`src/hdl/encoder_position_speed_tracker_defines.svh`:
```
// assertion helpers shared by the tracker modules
`ifndef ENCODER_POSITION_SPEED_TRACKER_DEFINES_SVH
`define ENCODER_POSITION_SPEED_TRACKER_DEFINES_SVH

// clocked check, quiet while reset is applied
`define EPST_ASSERT(label, prop, msg) \
    label: assert property (@(posedge clk) disable iff (!rst_n) prop) else $error(msg);

// condition that must never be seen at a clock edge
`define EPST_NEVER(label, expr, msg) \
    label: assert property (@(posedge clk) disable iff (!rst_n) !(expr)) else $error(msg);

`endif

```
`src/hdl/epst_pkg.sv`:
```
`default_nettype none
package epst_pkg;

    localparam int COUNTER_BITS_DEF = 16;

    // configuration register widths
    localparam int MOD_W   = 17;
    localparam int CPR_W   = 19;
    localparam int GAIN_W  = 32;
    localparam int ALPHA_W = 16;
    localparam int PP_W    = 8;
    localparam int CFG_IDX_W  = 3;
    localparam int CFG_DATA_W = 32;

    localparam logic [CPR_W-1:0] CPR_MIN = 19'd4;
    localparam logic [CPR_W-1:0] CPR_MAX = 19'd262144;
    localparam logic [MOD_W-1:0] MOD_MIN = 17'd2;

    localparam logic [MOD_W-1:0]     MOD_RST   = 17'd65536;
    localparam logic [CPR_W-1:0]     CPR_RST   = 19'd4096;
    localparam logic [GAIN_W-1:0]    GAIN_RST  = 32'd65536;
    localparam logic [ALPHA_W-1:0]   ALPHA_RST = 16'd62259;
    localparam logic [PP_W-1:0]      PP_RST    = 8'd1;

    // shared unit widths
    localparam int DIVD_W  = 48;
    localparam int DVSR_W  = 33;
    localparam int MULA_W  = 32;
    localparam int MULB_W  = 32;
    localparam int PROD_W  = 64;
    localparam int STEP_W  = 6;
    localparam int DIV_STEPS = 48;
    localparam int MUL_STEPS = 32;

    typedef enum logic [CFG_IDX_W-1:0] {
        CFG_MODULUS = 3'd0,
        CFG_CPR     = 3'd1,
        CFG_DIR     = 3'd2,
        CFG_GAIN    = 3'd3,
        CFG_ALPHA   = 3'd4,
        CFG_POLES   = 3'd5
    } cfg_index_t;

    typedef enum logic {
        AU_MUL = 1'b0,
        AU_DIV = 1'b1
    } au_op_t;

    typedef struct packed {
        logic   start;
        au_op_t op;
    } au_req_t;

    typedef struct packed {
        logic busy;
        logic done;
    } au_rsp_t;

    typedef enum logic [4:0] {
        ST_IDLE,
        ST_CNT,
        ST_PRE,
        ST_IDX,
        ST_LST,
        ST_DELTA,
        ST_POS,
        ST_MRAW,
        ST_MY,
        ST_MR,
        ST_FILT,
        ST_ANG,
        ST_M,
        ST_MECH0,
        ST_MECH,
        ST_MPP,
        ST_ELEC,
        ST_OUT
    } state_t;

endpackage
`default_nettype wire

```
`src/hdl/epst_if.sv`:
```
`default_nettype none
interface epst_in_if;
    logic               valid;
    logic               ready;
    logic               mode;
    logic [15:0]        counter_value;
    logic               index_flag;
    logic signed [31:0] preset_position;

    modport source (output valid, mode, counter_value, index_flag, preset_position,
                    input ready);
    modport sink   (input valid, mode, counter_value, index_flag, preset_position,
                    output ready);
endinterface

interface epst_out_if;
    logic               valid;
    logic               ready;
    logic signed [31:0] position_count;
    logic [15:0]        mech_angle;
    logic [15:0]        elec_angle;
    logic signed [31:0] speed;
    logic signed [31:0] drift_count;
    logic               index_seen;

    modport source (output valid, position_count, mech_angle, elec_angle, speed,
                    drift_count, index_seen, input ready);
    modport sink   (input valid, position_count, mech_angle, elec_angle, speed,
                    drift_count, index_seen, output ready);
endinterface
`default_nettype wire

```
`src/hdl/encoder_position_speed_tracker.sv`:
```
// each item runs its divisions and multiplications one at a time on the shared unit, with
// sequencer steps between them, before its result reaches the output register
// one item at a time: the next item is taken only once the last result is registered, later while a result waits
// reset: asynchronous, active low; tracker state clears to zero, configuration returns to defaults
`default_nettype none
`include "encoder_position_speed_tracker_defines.svh"
module encoder_position_speed_tracker
    import epst_pkg::*;
(
    input  wire logic                  clk,
    input  wire logic                  rst_n,
    input  wire logic                  cfg_write,
    input  wire logic [CFG_IDX_W-1:0]  cfg_index,
    input  wire logic [CFG_DATA_W-1:0] cfg_data,
    epst_in_if.sink                    in_ch,
    epst_out_if.source                 out_ch
);

    // counter width bounds the usable modulus and masks the raw counter
    localparam int          COUNTER_BITS = COUNTER_BITS_DEF;
    localparam logic [32:0] MOD_TOP = 33'(1) << COUNTER_BITS;
    localparam logic [15:0] CMASK   = (COUNTER_BITS >= 16) ? 16'hFFFF
                                    : 16'((17'(1) << COUNTER_BITS) - 17'd1);
    localparam logic [16:0] ONE_Q16 = 17'd65536;

    // configuration
    logic [MOD_W-1:0]   cfg_mod_reg;
    logic [CPR_W-1:0]   cfg_cpr_reg;
    logic               cfg_dir_reg;
    logic [GAIN_W-1:0]  cfg_gain_reg;
    logic [ALPHA_W-1:0] cfg_alpha_reg;
    logic [PP_W-1:0]    cfg_pp_reg;

    // sequencer and shared unit hand-over
    state_t             state_reg, state_next;
    logic               start_reg, start_next;
    au_op_t             op_reg, op_next;
    logic [DIVD_W-1:0]  opa_reg, opa_next;
    logic [DVSR_W-1:0]  opb_reg, opb_next;
    au_req_t            au_req;
    au_rsp_t            au_rsp;
    logic [PROD_W-1:0]  au_res;
    logic [DVSR_W-1:0]  au_rem;

    // tracker state
    logic [15:0]        last_reg, last_next;
    logic [31:0]        pos_reg, pos_next;
    logic [31:0]        ref_reg, ref_next;
    logic               rec_reg, rec_next;
    logic [31:0]        drift_reg, drift_next;
    logic [31:0]        filt_reg, filt_next;

    // per item work registers
    logic               mode_reg, mode_next;
    logic               index_reg, index_next;
    logic [31:0]        preset_reg, preset_next;
    logic [15:0]        cnt_reg, cnt_next;
    logic [15:0]        lst_reg, lst_next;
    logic [31:0]        rel_reg, rel_next;
    logic signed [17:0] delta_reg, delta_next;
    logic [31:0]        raw_reg, raw_next;
    logic signed [51:0] aterm_reg, aterm_next;
    logic signed [51:0] acc_reg, acc_next;
    logic [17:0]        m_reg, m_next;
    logic [15:0]        mech_reg, mech_next;
    logic [15:0]        elec_reg, elec_next;

    // output register
    logic               out_valid_reg, out_valid_next;
    logic [31:0]        o_pos_reg, o_pos_next;
    logic [15:0]        o_mech_reg, o_mech_next;
    logic [15:0]        o_elec_reg, o_elec_next;
    logic [31:0]        o_speed_reg, o_speed_next;
    logic [31:0]        o_drift_reg, o_drift_next;
    logic               o_seen_reg, o_seen_next;

    // effective limits after saturation
    logic [MOD_W-1:0]   mod_eff;
    logic [CPR_W-1:0]   cpr_eff;

    // datapath helpers
    logic signed [17:0] d_raw, d_wrap, d_dir, half_s, mod_s;
    logic [17:0]        delta_mag;
    logic [31:0]        raw_c;
    logic signed [51:0] a_mag, b_mag, aterm_c, bterm_c;
    logic signed [35:0] q_c;
    logic [31:0]        q_sat;
    logic [CPR_W-1:0]   rem_cpr, m_c;
    logic [31:0]        drift_c;
    logic [MOD_W-1:0]   rem_mod;

    function automatic logic [31:0] abs32(input logic [31:0] x);
        abs32 = x[31] ? (~x + 32'd1) : x;
    endfunction

    always_comb
    begin
        if (cfg_mod_reg < MOD_MIN)
        begin
            mod_eff = MOD_MIN;
        end
        else if ({16'b0, cfg_mod_reg} > MOD_TOP)
        begin
            mod_eff = MOD_TOP[MOD_W-1:0];
        end
        else
        begin
            mod_eff = cfg_mod_reg;
        end
    end

    always_comb
    begin
        if (cfg_cpr_reg < CPR_MIN)
        begin
            cpr_eff = CPR_MIN;
        end
        else if (cfg_cpr_reg > CPR_MAX)
        begin
            cpr_eff = CPR_MAX;
        end
        else
        begin
            cpr_eff = cfg_cpr_reg;
        end
    end

    // count delta unwrapped about half the modulus
    assign d_raw  = $signed({2'b00, cnt_reg}) - $signed({2'b00, lst_reg});
    assign half_s = $signed({2'b00, mod_eff[MOD_W-1:1]});
    assign mod_s  = $signed({1'b0, mod_eff});

    always_comb
    begin
        if (d_raw > half_s)
        begin
            d_wrap = d_raw - mod_s;
        end
        else if (d_raw < -half_s)
        begin
            d_wrap = d_raw + mod_s;
        end
        else
        begin
            d_wrap = d_raw;
        end
        d_dir = cfg_dir_reg ? -d_wrap : d_wrap;
    end

    assign delta_mag = delta_reg[17] ? 18'(-delta_reg) : 18'(delta_reg);

    // raw speed, saturated to signed 32 bits
    always_comb
    begin
        if (!delta_reg[17])
        begin
            raw_c = (au_res > 64'h7FFF_FFFF) ? 32'h7FFF_FFFF : au_res[31:0];
        end
        else
        begin
            raw_c = (au_res > 64'h8000_0000) ? 32'h8000_0000 : (32'd0 - au_res[31:0]);
        end
    end

    // filter terms carry the sign of their speed operand
    assign a_mag   = $signed({4'b0, au_res[47:0]});
    assign b_mag   = $signed({3'b0, au_res[48:0]});
    assign aterm_c = filt_reg[31] ? -a_mag : a_mag;
    assign bterm_c = raw_reg[31] ? -b_mag : b_mag;

    // rounded result is floor of the shifted sum
    assign q_c   = acc_reg[51:16];
    assign q_sat = (q_c > $signed(36'h0_7FFF_FFFF)) ? 32'h7FFF_FFFF
                 : (q_c < $signed(36'hF_8000_0000)) ? 32'h8000_0000
                 : q_c[31:0];

    assign rem_cpr = au_rem[CPR_W-1:0];
    assign rem_mod = au_rem[MOD_W-1:0];
    assign m_c     = (pos_reg[31] && (rem_cpr != '0)) ? (cpr_eff - rem_cpr) : rem_cpr;
    assign drift_c = rel_reg[31] ? (32'd0 - {13'b0, rem_cpr}) : {13'b0, rem_cpr};

    assign au_req.start = start_reg;
    assign au_req.op    = op_reg;

    epst_arith_unit u_arith (
        .clk       (clk),
        .rst_n     (rst_n),
        .req       (au_req),
        .a         (opa_reg),
        .b         (opb_reg),
        .rsp       (au_rsp),
        .result    (au_res),
        .remainder (au_rem)
    );

    assign in_ch.ready = (state_reg == ST_IDLE);

    always_comb
    begin
        state_next     = state_reg;
        start_next     = 1'b0;
        op_next        = op_reg;
        opa_next       = opa_reg;
        opb_next       = opb_reg;
        last_next      = last_reg;
        pos_next       = pos_reg;
        ref_next       = ref_reg;
        rec_next       = rec_reg;
        drift_next     = drift_reg;
        filt_next      = filt_reg;
        mode_next      = mode_reg;
        index_next     = index_reg;
        preset_next    = preset_reg;
        cnt_next       = cnt_reg;
        lst_next       = lst_reg;
        rel_next       = rel_reg;
        delta_next     = delta_reg;
        raw_next       = raw_reg;
        aterm_next     = aterm_reg;
        acc_next       = acc_reg;
        m_next         = m_reg;
        mech_next      = mech_reg;
        elec_next      = elec_reg;
        out_valid_next = out_valid_reg;
        o_pos_next     = o_pos_reg;
        o_mech_next    = o_mech_reg;
        o_elec_next    = o_elec_reg;
        o_speed_next   = o_speed_reg;
        o_drift_next   = o_drift_reg;
        o_seen_next    = o_seen_reg;

        if (out_valid_reg && out_ch.ready)
        begin
            out_valid_next = 1'b0;
        end

        unique case (state_reg)
            ST_IDLE:
            begin
                if (in_ch.valid)
                begin
                    mode_next   = in_ch.mode;
                    index_next  = in_ch.index_flag;
                    preset_next = in_ch.preset_position;
                    opa_next    = {32'b0, in_ch.counter_value & CMASK};
                    opb_next    = {16'b0, mod_eff};
                    op_next     = AU_DIV;
                    start_next  = 1'b1;
                    state_next  = ST_CNT;
                end
            end
            ST_CNT:
            begin
                if (au_rsp.done)
                begin
                    cnt_next = au_rem[15:0];
                    priority if (mode_reg)
                    begin
                        opa_next   = {16'b0, abs32(preset_reg)};
                        opb_next   = {16'b0, mod_eff};
                        op_next    = AU_DIV;
                        start_next = 1'b1;
                        state_next = ST_PRE;
                    end
                    else if (index_reg && !rec_reg)
                    begin
                        // first index only records the reference
                        ref_next   = pos_reg;
                        rec_next   = 1'b1;
                        drift_next = '0;
                        last_next  = au_rem[15:0];
                        state_next = ST_ANG;
                    end
                    else if (index_reg)
                    begin
                        rel_next   = pos_reg - ref_reg;
                        opa_next   = {16'b0, abs32(pos_reg - ref_reg)};
                        opb_next   = {14'b0, cpr_eff};
                        op_next    = AU_DIV;
                        start_next = 1'b1;
                        state_next = ST_IDX;
                    end
                    else
                    begin
                        opa_next   = {32'b0, last_reg};
                        opb_next   = {16'b0, mod_eff};
                        op_next    = AU_DIV;
                        start_next = 1'b1;
                        state_next = ST_LST;
                    end
                end
            end
            ST_PRE:
            begin
                if (au_rsp.done)
                begin
                    pos_next   = preset_reg;
                    last_next  = (preset_reg[31] && (rem_mod != '0))
                               ? 16'(mod_eff - rem_mod) : rem_mod[15:0];
                    state_next = ST_ANG;
                end
            end
            ST_IDX:
            begin
                if (au_rsp.done)
                begin
                    // snap to whole revolutions, truncated toward zero
                    drift_next = drift_c;
                    pos_next   = pos_reg - drift_c;
                    last_next  = cnt_reg;
                    state_next = ST_ANG;
                end
            end
            ST_LST:
            begin
                if (au_rsp.done)
                begin
                    lst_next   = au_rem[15:0];
                    state_next = ST_DELTA;
                end
            end
            ST_DELTA:
            begin
                delta_next = d_dir;
                state_next = ST_POS;
            end
            ST_POS:
            begin
                pos_next   = pos_reg + {{14{delta_reg[17]}}, delta_reg};
                last_next  = cnt_reg;
                opa_next   = {30'b0, delta_mag};
                opb_next   = {1'b0, cfg_gain_reg};
                op_next    = AU_MUL;
                start_next = 1'b1;
                state_next = ST_MRAW;
            end
            ST_MRAW:
            begin
                if (au_rsp.done)
                begin
                    raw_next   = raw_c;
                    opa_next   = {16'b0, abs32(filt_reg)};
                    opb_next   = {17'b0, cfg_alpha_reg};
                    op_next    = AU_MUL;
                    start_next = 1'b1;
                    state_next = ST_MY;
                end
            end
            ST_MY:
            begin
                if (au_rsp.done)
                begin
                    aterm_next = aterm_c;
                    opa_next   = {16'b0, abs32(raw_reg)};
                    opb_next   = {16'b0, ONE_Q16 - {1'b0, cfg_alpha_reg}};
                    op_next    = AU_MUL;
                    start_next = 1'b1;
                    state_next = ST_MR;
                end
            end
            ST_MR:
            begin
                if (au_rsp.done)
                begin
                    acc_next   = aterm_reg + bterm_c + 52'sd32768;
                    state_next = ST_FILT;
                end
            end
            ST_FILT:
            begin
                filt_next  = q_sat;
                state_next = ST_ANG;
            end
            ST_ANG:
            begin
                opa_next   = {16'b0, abs32(pos_reg)};
                opb_next   = {14'b0, cpr_eff};
                op_next    = AU_DIV;
                start_next = 1'b1;
                state_next = ST_M;
            end
            ST_M:
            begin
                if (au_rsp.done)
                begin
                    m_next     = m_c[17:0];
                    state_next = ST_MECH0;
                end
            end
            ST_MECH0:
            begin
                opa_next   = {14'b0, m_reg, 16'b0};
                opb_next   = {14'b0, cpr_eff};
                op_next    = AU_DIV;
                start_next = 1'b1;
                state_next = ST_MECH;
            end
            ST_MECH:
            begin
                if (au_rsp.done)
                begin
                    mech_next  = au_res[15:0];
                    opa_next   = {30'b0, m_reg};
                    opb_next   = {25'b0, cfg_pp_reg};
                    op_next    = AU_MUL;
                    start_next = 1'b1;
                    state_next = ST_MPP;
                end
            end
            ST_MPP:
            begin
                if (au_rsp.done)
                begin
                    opa_next   = {6'b0, au_res[25:0], 16'b0};
                    opb_next   = {14'b0, cpr_eff};
                    op_next    = AU_DIV;
                    start_next = 1'b1;
                    state_next = ST_ELEC;
                end
            end
            ST_ELEC:
            begin
                if (au_rsp.done)
                begin
                    elec_next  = au_res[15:0];
                    state_next = ST_OUT;
                end
            end
            ST_OUT:
            begin
                // wait for the output register to drain
                if (!out_valid_reg || out_ch.ready)
                begin
                    out_valid_next = 1'b1;
                    o_pos_next     = pos_reg;
                    o_mech_next    = mech_reg;
                    o_elec_next    = elec_reg;
                    o_speed_next   = filt_reg;
                    o_drift_next   = drift_reg;
                    o_seen_next    = rec_reg;
                    state_next     = ST_IDLE;
                end
            end
            default:
            begin
                state_next = ST_IDLE;
            end
        endcase
    end

    always_ff @(posedge clk or negedge rst_n)
    begin
        if (!rst_n)
        begin
            cfg_mod_reg   <= MOD_RST;
            cfg_cpr_reg   <= CPR_RST;
            cfg_dir_reg   <= 1'b0;
            cfg_gain_reg  <= GAIN_RST;
            cfg_alpha_reg <= ALPHA_RST;
            cfg_pp_reg    <= PP_RST;
        end
        else if (cfg_write)
        begin
            unique case (cfg_index)
                CFG_MODULUS: cfg_mod_reg   <= cfg_data[MOD_W-1:0];
                CFG_CPR:     cfg_cpr_reg   <= cfg_data[CPR_W-1:0];
                CFG_DIR:     cfg_dir_reg   <= cfg_data[0];
                CFG_GAIN:    cfg_gain_reg  <= cfg_data[GAIN_W-1:0];
                CFG_ALPHA:   cfg_alpha_reg <= cfg_data[ALPHA_W-1:0];
                CFG_POLES:   cfg_pp_reg    <= cfg_data[PP_W-1:0];
                default:     ;
            endcase
        end
    end

    always_ff @(posedge clk or negedge rst_n)
    begin
        if (!rst_n)
        begin
            state_reg     <= ST_IDLE;
            start_reg     <= 1'b0;
            out_valid_reg <= 1'b0;
            last_reg      <= '0;
            pos_reg       <= '0;
            ref_reg       <= '0;
            rec_reg       <= 1'b0;
            drift_reg     <= '0;
            filt_reg      <= '0;
        end
        else
        begin
            state_reg     <= state_next;
            start_reg     <= start_next;
            out_valid_reg <= out_valid_next;
            last_reg      <= last_next;
            pos_reg       <= pos_next;
            ref_reg       <= ref_next;
            rec_reg       <= rec_next;
            drift_reg     <= drift_next;
            filt_reg      <= filt_next;
        end
    end

    always_ff @(posedge clk)
    begin
        op_reg      <= op_next;
        opa_reg     <= opa_next;
        opb_reg     <= opb_next;
        mode_reg    <= mode_next;
        index_reg   <= index_next;
        preset_reg  <= preset_next;
        cnt_reg     <= cnt_next;
        lst_reg     <= lst_next;
        rel_reg     <= rel_next;
        delta_reg   <= delta_next;
        raw_reg     <= raw_next;
        aterm_reg   <= aterm_next;
        acc_reg     <= acc_next;
        m_reg       <= m_next;
        mech_reg    <= mech_next;
        elec_reg    <= elec_next;
        o_pos_reg   <= o_pos_next;
        o_mech_reg  <= o_mech_next;
        o_elec_reg  <= o_elec_next;
        o_speed_reg <= o_speed_next;
        o_drift_reg <= o_drift_next;
        o_seen_reg  <= o_seen_next;
    end

    assign out_ch.valid          = out_valid_reg;
    assign out_ch.position_count = o_pos_reg;
    assign out_ch.mech_angle     = o_mech_reg;
    assign out_ch.elec_angle     = o_elec_reg;
    assign out_ch.speed          = o_speed_reg;
    assign out_ch.drift_count    = o_drift_reg;
    assign out_ch.index_seen     = o_seen_reg;

    `EPST_ASSERT(a_accept_starts_unit, (in_ch.valid && in_ch.ready) |=> start_reg,
                 "accepted item did not start the shared unit")
    `EPST_NEVER(a_done_outside_run, au_rsp.done && (state_reg == ST_IDLE || state_reg == ST_OUT),
                "shared unit finished outside a waiting state")
    `EPST_NEVER(a_index_sticky, $fell(rec_reg), "index record cleared without reset")

endmodule
`default_nettype wire

```
`src/hdl/epst_arith_unit.sv`:
```
`default_nettype none
`include "encoder_position_speed_tracker_defines.svh"
module epst_arith_unit
    import epst_pkg::*;
(
    input  wire logic              clk,
    input  wire logic              rst_n,
    input  wire au_req_t           req,
    input  wire logic [DIVD_W-1:0] a,
    input  wire logic [DVSR_W-1:0] b,
    output au_rsp_t                rsp,
    output logic [PROD_W-1:0]      result,
    output logic [DVSR_W-1:0]      remainder
);

    logic              busy_reg, busy_next;
    logic              done_reg, done_next;
    au_op_t            op_reg, op_next;
    logic [STEP_W-1:0] step_reg, step_next;
    logic [PROD_W-1:0] acc_reg, acc_next;
    logic [PROD_W-1:0] mcand_reg, mcand_next;
    logic [MULB_W-1:0] mplier_reg, mplier_next;
    logic [DIVD_W-1:0] quo_reg, quo_next;
    logic [DVSR_W-1:0] rem_reg, rem_next;
    logic [DVSR_W-1:0] dvsr_reg, dvsr_next;

    logic [DVSR_W:0]   rem_sh;
    logic [DVSR_W:0]   rem_diff;
    logic              fits;
    logic              last_step;

    assign rem_sh   = {rem_reg, quo_reg[DIVD_W-1]};
    assign rem_diff = rem_sh - {1'b0, dvsr_reg};
    assign fits     = rem_sh >= {1'b0, dvsr_reg};
    assign last_step = (op_reg == AU_DIV) ? (step_reg == STEP_W'(DIV_STEPS - 1))
                                          : (step_reg == STEP_W'(MUL_STEPS - 1));

    always_comb
    begin
        busy_next   = busy_reg;
        done_next   = 1'b0;
        op_next     = op_reg;
        step_next   = step_reg;
        acc_next    = acc_reg;
        mcand_next  = mcand_reg;
        mplier_next = mplier_reg;
        quo_next    = quo_reg;
        rem_next    = rem_reg;
        dvsr_next   = dvsr_reg;
        if (req.start)
        begin
            busy_next   = 1'b1;
            op_next     = req.op;
            step_next   = '0;
            acc_next    = '0;
            mcand_next  = {{(PROD_W-MULA_W){1'b0}}, a[MULA_W-1:0]};
            mplier_next = b[MULB_W-1:0];
            quo_next    = a;
            rem_next    = '0;
            dvsr_next   = b;
        end
        else if (busy_reg)
        begin
            step_next = step_reg + STEP_W'(1);
            if (op_reg == AU_MUL)
            begin
                // shift-add, one multiplier bit a cycle
                if (mplier_reg[0])
                begin
                    acc_next = acc_reg + mcand_reg;
                end
                mcand_next  = {mcand_reg[PROD_W-2:0], 1'b0};
                mplier_next = {1'b0, mplier_reg[MULB_W-1:1]};
            end
            else
            begin
                // restoring division, one quotient bit a cycle
                rem_next = fits ? rem_diff[DVSR_W-1:0] : rem_sh[DVSR_W-1:0];
                quo_next = {quo_reg[DIVD_W-2:0], fits};
            end
            if (last_step)
            begin
                busy_next = 1'b0;
                done_next = 1'b1;
            end
        end
    end

    always_ff @(posedge clk or negedge rst_n)
    begin
        if (!rst_n)
        begin
            busy_reg <= 1'b0;
            done_reg <= 1'b0;
            op_reg   <= AU_MUL;
            step_reg <= '0;
        end
        else
        begin
            busy_reg <= busy_next;
            done_reg <= done_next;
            op_reg   <= op_next;
            step_reg <= step_next;
        end
    end

    always_ff @(posedge clk)
    begin
        acc_reg    <= acc_next;
        mcand_reg  <= mcand_next;
        mplier_reg <= mplier_next;
        quo_reg    <= quo_next;
        rem_reg    <= rem_next;
        dvsr_reg   <= dvsr_next;
    end

    assign rsp.busy  = busy_reg;
    assign rsp.done  = done_reg;
    assign result    = (op_reg == AU_DIV) ? {{(PROD_W-DIVD_W){1'b0}}, quo_reg} : acc_reg;
    assign remainder = rem_reg;

    `EPST_ASSERT(a_start_when_free, req.start |-> !busy_reg, "unit started while busy")
    `EPST_ASSERT(a_done_ends_run, done_reg |-> !busy_reg, "done raised while still busy")
    `EPST_ASSERT(a_run_continues, (busy_reg && !last_step && !req.start) |=> busy_reg,
                 "run stopped early")

endmodule
`default_nettype wire
```
`src/flat_wrapper.sv`:
```
// flat-port wrapper written by rule: the top's interface ports become plain ports
module encoder_position_speed_tracker_flat import epst_pkg::*;
  (clk, rst_n, cfg_write, cfg_index, cfg_data, in_ch_valid, in_ch_mode, in_ch_counter_value, in_ch_index_flag, in_ch_preset_position, in_ch_ready, out_ch_valid, out_ch_position_count, out_ch_mech_angle, out_ch_elec_angle, out_ch_speed, out_ch_drift_count, out_ch_index_seen, out_ch_ready);
  epst_in_if in_ch_i ();
  epst_out_if out_ch_i ();
  input  wire logic clk;
  input  wire logic rst_n;
  input  wire logic cfg_write;
  input  wire logic [CFG_IDX_W-1:0] cfg_index;
  input  wire logic [CFG_DATA_W-1:0] cfg_data;
  input wire logic [$bits(in_ch_i.valid)-1:0] in_ch_valid;
  input wire logic [$bits(in_ch_i.mode)-1:0] in_ch_mode;
  input wire logic [$bits(in_ch_i.counter_value)-1:0] in_ch_counter_value;
  input wire logic [$bits(in_ch_i.index_flag)-1:0] in_ch_index_flag;
  input wire logic [$bits(in_ch_i.preset_position)-1:0] in_ch_preset_position;
  output wire logic [$bits(in_ch_i.ready)-1:0] in_ch_ready;
  output wire logic [$bits(out_ch_i.valid)-1:0] out_ch_valid;
  output wire logic [$bits(out_ch_i.position_count)-1:0] out_ch_position_count;
  output wire logic [$bits(out_ch_i.mech_angle)-1:0] out_ch_mech_angle;
  output wire logic [$bits(out_ch_i.elec_angle)-1:0] out_ch_elec_angle;
  output wire logic [$bits(out_ch_i.speed)-1:0] out_ch_speed;
  output wire logic [$bits(out_ch_i.drift_count)-1:0] out_ch_drift_count;
  output wire logic [$bits(out_ch_i.index_seen)-1:0] out_ch_index_seen;
  input wire logic [$bits(out_ch_i.ready)-1:0] out_ch_ready;
  assign in_ch_i.valid = in_ch_valid;
  assign in_ch_i.mode = in_ch_mode;
  assign in_ch_i.counter_value = in_ch_counter_value;
  assign in_ch_i.index_flag = in_ch_index_flag;
  assign in_ch_i.preset_position = in_ch_preset_position;
  assign in_ch_ready = in_ch_i.ready;
  assign out_ch_valid = out_ch_i.valid;
  assign out_ch_position_count = out_ch_i.position_count;
  assign out_ch_mech_angle = out_ch_i.mech_angle;
  assign out_ch_elec_angle = out_ch_i.elec_angle;
  assign out_ch_speed = out_ch_i.speed;
  assign out_ch_drift_count = out_ch_i.drift_count;
  assign out_ch_index_seen = out_ch_i.index_seen;
  assign out_ch_i.ready = out_ch_ready;
  encoder_position_speed_tracker u_core (.clk(clk), .rst_n(rst_n), .cfg_write(cfg_write), .cfg_index(cfg_index), .cfg_data(cfg_data), .in_ch(in_ch_i), .out_ch(out_ch_i));
endmodule
```
`config.mk`:
```
export PLATFORM = sky130hd
export DESIGN_NAME = encoder_position_speed_tracker_flat
export DESIGN_NICKNAME = d
export VERILOG_FILES = /design/src/hdl/epst_pkg.sv /design/src/hdl/epst_if.sv /design/src/hdl/encoder_position_speed_tracker.sv /design/src/hdl/epst_arith_unit.sv /design/src/flat_wrapper.sv
export VERILOG_INCLUDE_DIRS = /design/src /design/src/hdl
export SDC_FILE = /design/constraint.sdc
export NUM_CORES = 2
export LEC_CHECK = 0
export ABC_AREA = 0
export BUFFER_PORTS_ARGS = -buffer_cell sky130_fd_sc_hd__buf_2
export CAP_MARGIN = 30
export CORE_MARGIN = 1
export CORE_UTILIZATION = 33
export CTS_BUF_LIST = sky130_fd_sc_hd__clkbuf_2 sky130_fd_sc_hd__clkbuf_4 sky130_fd_sc_hd__clkbuf_8
export DETAILED_ROUTE_END_ITERATION = 7
export PLACE_DENSITY = 0.52
export SLEW_MARGIN = 40
export SYNTH_ARGS = -nofsm -noshare
export SYNTH_HDL_FRONTEND = slang
export SYNTH_SLANG_ARGS = --single-unit
```
`constraint.sdc`:
```
create_clock -name clk -period 11.8 [get_ports clk]
set_input_delay 1.18 -clock clk [delete_from_list [all_inputs] [get_ports clk]]
set_output_delay 1.18 -clock clk [all_outputs]
set_load 0.01 [all_outputs]
```
# [Word-level counts from Yosys, hierarchy flattened]
# Index checks and enable logic that the tools add are counted.
[word_totals] reg_bits=1041 in_bits=90 output_inout_bits=131 wordCells=300
[classes] addsub=26 order_cmp=11 n_eq_ne=43 n_mux=109 n_bitwise=8 reduce_logical=54
[ops] cell="$mux W32" n=24
[ops] cell="$mux W48" n=12
[ops] cell="$pmux W48 S9" n=1
[ops] cell="$mux W33" n=9
[ops] cell="$pmux W33 S8" n=1
[ops] cell="$add A32 B1 Y32 const B" n=5
[ops] cell="$not A32 Y32" n=5
[ops] cell="$mux W16" n=6
[ops] cell="$pmux W32 S3" n=1
[ops] cell="$mux W18" n=5
[ops] cell="$pmux W5 S17" n=1
[ops] cell="$mux W5" n=14
[ops] cell="$add A64 B64 Y64" n=1
[ops] cell="$gt A64 B31 Y1 const B" n=1
[ops] cell="$gt A64 B32 Y1 const B" n=1
[ops] cell="$mux W64" n=1
[ops] cell="$pmux W16 S4" n=1
[ops] cell="$pmux W32 S2" n=1
[ops] cell="$sub A32 B32 Y32" n=2
[ops] cell="$mux W19" n=3
[ops] cell="$add A52 B17 Y52 const B" n=1
[ops] cell="$add A52 B52 Y52" n=1
[ops] cell="$mux W52" n=1
[ops] cell="$neg A48 Y52" n=1
[ops] cell="other kinds (66)" n=152

# [Longest topological paths before layout]
[logic_depth] word_depth=9 mapped_depth=37 ltp_nobuf=28

# [By module]
# From an unflattened synthesis, not the netlist that was laid out.
[unflattened] cells_unflattened=6358 area_unflattened_um2=61300.0
[by_module_without_submodules] module="encoder_position_speed_tracker" n_inst=1 cells_per_inst=4549 area_each_um2=44535.2 seq_area_each_um2=19271.0
[by_module_without_submodules] module="epst_arith_unit" n_inst=1 cells_per_inst=1809 area_each_um2=16764.8 seq_area_each_um2=7161.9

# [Worst setup path before layout]
# Ideal clock, no wire load.
[synth_path] path_kind="register to register" from="register u_core.u_arith.op_reg" to="register u_core.acc_reg[48], data pin" setup_ns=0.259 arrival_ns=6.640 t_required_ns=11.541 slack_ns=4.901 stages_incl_launch_ff=37 path_buffers=9 period_less_slack_ns=6.899 path_cell_list="dfrtp_1 > buf_6 > buf_6 > buf_6 > buf_6 > buf_4 > buf_2 > buf_2 > buf_2 > buf_1 > nand2_1 > o21ai_0 > inv_1 > ha_1 > o21a_1 > nand2_1 > or2_2 > nor2_2 > nand2_1 > nor2_1 > nand3b_1 > nand2_1 > xnor2_1 > ha_1 > ha_1 > nand4_1 > nor2_1 > a221oi_1 > o21ai_0 > a22o_1 > o2111ai_1 > a211oi_1 > o41a_1 > a211oi_1 > o21bai_1 > a21o_1 > xor2_1"
[synth_via] elab_chain_cells=5
[synth_rtl] element="start: declaration" line="epst_arith_unit.sv:18" text="au_op_t op_reg, op_next;"
[synth_rtl] element="start signal: assignment" line="epst_arith_unit.sv:102" text="op_reg <= op_next;"
[synth_rtl] element="$mux W64 (*)" line="epst_arith_unit.sv:119" text="assign result = (op_reg == AU_DIV) ? {{(PROD_W-DIVD_W){1'b0}}, quo_reg} : acc_reg;"
[synth_rtl] element="via u_core.au_res[1]" line="encoder_position_speed_tracker.sv:42" text="logic [PROD_W-1:0] au_res;"
[synth_rtl] element="$neg A49 Y52" line="encoder_position_speed_tracker.sv:169" text="assign bterm_c = raw_reg[31] ? -b_mag : b_mag;"
[synth_rtl] element="$mux W52 (*)" line="encoder_position_speed_tracker.sv:169"
[synth_rtl] element="$add A52 B52 Y52 (*)" line="encoder_position_speed_tracker.sv:365" text="acc_next = aterm_reg + bterm_c + 52'sd32768;"
[synth_rtl] element="$add A52 B17 Y52 (*)" line="encoder_position_speed_tracker.sv:365"
[synth_rtl] element="end signal: assignment" line="encoder_position_speed_tracker.sv:518" text="acc_reg <= acc_next;"
[synth_rtl] element="end: declaration" line="encoder_position_speed_tracker.sv:63" text="logic signed [51:0] acc_reg, acc_next;"
# The timed path passes the listed nets; every way through them passes the cells marked *.
# A chain may end at the register's enable or synchronous reset.

# [Worst setup path in the final report]
[layout_path] from="register u_core.u_arith.op_reg" to="register u_core.acc_reg[50], data pin"
# The elaborated chain is that of the path after synthesis.

==> flow_summary.yaml <==
setup_path:
  cp_top_family: "compound AO/OA/AOI/OAI gates"
  path_buf_inv: 2
  arrival_ps: 8310
  r2r-start: "u_core.u_arith.op_reg"
  worstPathMaxFanout: 70
  path_class: "flip-flop to flip-flop"
  r2r_cells: 21
  cp_slowest_cell: "dfrtp_4"
  crit_required_ps: 12470
  worst-path-stages: 21
  max_stage_delay_ps: 680
  endpoint_kind: "flip-flop"
  start_kind: "flip-flop"
  path_cells: "buf_6, mux2i_1, clkinv_1, or3_1, nor2_1, nand3_1, nand2_1, xnor2_1, ha_1, ha_1, nand4_1, a2111oi_0, a211oi_1, nor4bb_1, o2111ai_1, a211oi_1, o41a_1, nor2_1, o311ai_0, a21oi_1, xnor2_1"
  critPathLaunch: "u_core.u_arith.op_reg"
grt:
  antenna_found_initial: 9
  grt_pass1_vias: 47200
  grt-ovfl-total: 0
  grt_util_all_layers_pct: 21.8
  grt_pass1_wl_um: 307000
  grt_max_degree: 88
cts:
  cts.path.max_buffers: 3
  htree_levels: 4
  root_buffer: "clkbuf_8"
  hold_buffers: 0
  clock_latency_ps: 950
  cts_tree: "done"
  clkTransAtPathRegs_ps: 50
  postCtsSetupRepairBufs: 0
  cts_made_buffers: 177
  ctsResizeCount: 0
  cts_sinks: 962
placed_design:
  place.gp.congestion: 0.947
  place_area_mm2: 0.0648
  port_buffers: 220
  hpwl_um: 158000
route:
  post_drt_wl_per_cell_um: 22.7
  ant_nets: 0
  dr_total_vias: 49400
  top_layer: "met5"
  totalWireLength_um: 208000
  wl_met2_um: 96500
  viasPerCell: 5.40
  route.met3.wl_um: 12900
  drtPass1Iterations: 8
  first_iter_violations: 4591
  drc_errors: 3
  wl_met1_um: 91600
timing:
  finalSetupViolations: 0
  drv_slew: 0
  min_period_ps: 7650
  setup_tns_ps: 0
  finalHoldViolations: 0
  whs_ps: 209
  fmax_mhz: 131
  fin_skew_ps: 77.3
  slew_headroom_pct: 37.7
  rsz0062_at_grt: "no"
  tightest_slew_ps: 911
  post-route-period-util_pct: 64.8
die:
  fp-row-count: 157
  die_w_um: 431
  design.die.area_mm2: 0.186
  fp.coreArea_mm2: 0.183
  die_h_um: 431
  start_util_pct: 33.2
  io_pins: 221
yosys:
  synth.cell_area_mm2: 0.0608
  syn_area_per_cell_um2: 9.62
  ys.flop_type: "edfxtp_1"
  async_reset_ff_share_pct: 25.2
  yosys.cell_types.count: 96
  ys_seq_area_share_pct: 43.4
  synth_edf_count: 591
  synthCells: 6319
  yosysWarnings: 0
  ys_seq_elements: 962
run_status:
  violations: "design-rule violations"
  status: "finished with violations"
finish:
  nets: 7002
  area_delta_synth_final_pct: 13.1
  design_area_mm2: 0.0688
  fin_util_pct: 37.6
  fillers: 18400
  drive_gt1_share_pct: 14.1
pwr:
  leakagePower_nw: 27.7
  total_power_mw: 19.1
  ir_worst_vdd_mv: 0.145
  p_per_area_mw_per_mm2: 278
min_path:
  hold_path.class: "input pin to asynchronous set/reset pin"
job:
  max_cap_violations: 0
[routing by layer]
metal	up-vias	track usage, %
met5	-	0
met4	2	7.19
met3	319	3.78
met2	1552	35.4
met1	24000	29.2
li1	23500	-
[cells by family (layout without fill, tap and decap cells)]
group / Yosys count / count (layout) / synth area share [%]
adders and majority gates: 393 / 393 / 8.20
DFF: 962 / 962 / 43.4
muxes: 250 / 250 / 4.50
other: 1 / 9 / 0.00617
and+or+nand+nor: 1858 / 1858 / 14.3
xor gates and xnor gates: 543 / 543 / 7.82
AOI/OAI and AO/OA: 1697 / 1697 / 17.8
buffers and inverters: 615 / 969 / 3.96
[layout make-up]
type | count | area [µm²] | share of cell area [%]
multi-input cells | 4743 | 32200 | 46.8
inverters | 312 | 1170 | 1.70
well taps | 2464 | 3080 | 4.48
flip-flops and latches | 962 | 26400 | 38.4
repair buffers | 323 | 1920 | 2.80
diodes | 7 | 17.5 | 0.0255
clock buffers | 260 | 3180 | 4.62
clock inverters | 74 | 796 | 1.16
[final timing paths]
path                                           endpoint  slack [ps]
max                                  u_core.acc_reg[50]        4150
min reg2reg                u_core.out_ch.elec_angle[15]         410
min                             u_core.cfg_gain_reg[24]         210
min in group clk           u_core.out_ch.elec_angle[15]         410
max in group asynchronous          u_core.drift_reg[12]        9630
max reg2reg                          u_core.acc_reg[50]        4150
[synthesized netlist by cell type, types with 17 or more instances]
master | count | area [µm²]
and2_1 | 51 | 319
buf_1 | 38 | 143
a211oi_1 | 73 | 548
nor3_1 | 125 | 626
nand2b_1 | 59 | 369
o221ai_1 | 24 | 210
o21bai_1 | 33 | 248
a222oi_1 | 42 | 420
o21a_1 | 49 | 368
mux2_2 | 175 | 1970
nand4_1 | 37 | 231
edfxtp_1 | 591 | 17700
a21oi_1 | 453 | 2270
dfrtp_1 | 228 | 5710
a21boi_0 | 17 | 128
o31ai_1 | 95 | 713
ha_1 | 384 | 4800
o211ai_1 | 25 | 188
nor2_1 | 379 | 1420
a22oi_1 | 24 | 180
clkbuf_1 | 238 | 893
or2_2 | 33 | 206
xor2_1 | 227 | 1990
mux2i_1 | 73 | 731
o22ai_1 | 29 | 181
nor4_1 | 43 | 269
o41ai_1 | 22 | 193
nand2_1 | 754 | 2830
nor2b_1 | 61 | 382
a211o_1 | 24 | 210
o21ai_0 | 456 | 2280
a31oi_1 | 47 | 294
inv_1 | 309 | 1160
and3_1 | 62 | 388
a221oi_1 | 28 | 245
a21o_1 | 118 | 886
nand3_1 | 106 | 531
xnor2_1 | 316 | 2770
or3_1 | 61 | 382
dfxtp_1 | 129 | 2580
[report_power, final]
| group | switching [mW] | internal (mW) | total [mW] |
|---|---|---|---|
| combinational | 6.15 | 3.65 | 9.79 |
| clock | 1.57 | 2.04 | 3.61 |
| sequential | 0.910 | 4.82 | 5.73 |
| total | 8.63 | 10.5 | 19.1 |
[placed cells by master, fill, tap and decap left out, types with 60 or more instances in the layout]
| cell type | count |
|---|---|
| a211oi_1 | 73 |
| a21o_1 | 118 |
| a21oi_1 | 453 |
| buf_2 | 222 |
| buf_4 | 92 |
| clkbuf_4 | 64 |
| clkbuf_8 | 196 |
| dfrtp_1 | 225 |
| dfxtp_1 | 129 |
| edfxtp_1 | 591 |
| ha_1 | 384 |
| inv_1 | 309 |
| mux2_2 | 175 |
| mux2i_1 | 73 |
| nand2_1 | 749 |
| nand3_1 | 106 |
| nor2_1 | 375 |
| nor2b_1 | 60 |
| nor3_1 | 120 |
| o21ai_0 | 454 |
| o31ai_1 | 94 |
| or3_1 | 61 |
| xnor2_1 | 313 |
| xor2_1 | 226 |
[stage by stage]
| stage | instances | setup WS (ps) |
|---|---|---|
| floorplan | 6320 | 4900 |
| global placement | 8797 | 4010 |
| detailed placement | 8804 | 4160 |
| CTS | 9138 | 4110 |
| global route | 9142 | 3570 |
| finish | 9145 | 4150 |
Note: power is estimated with default switching activity, not from simulation.
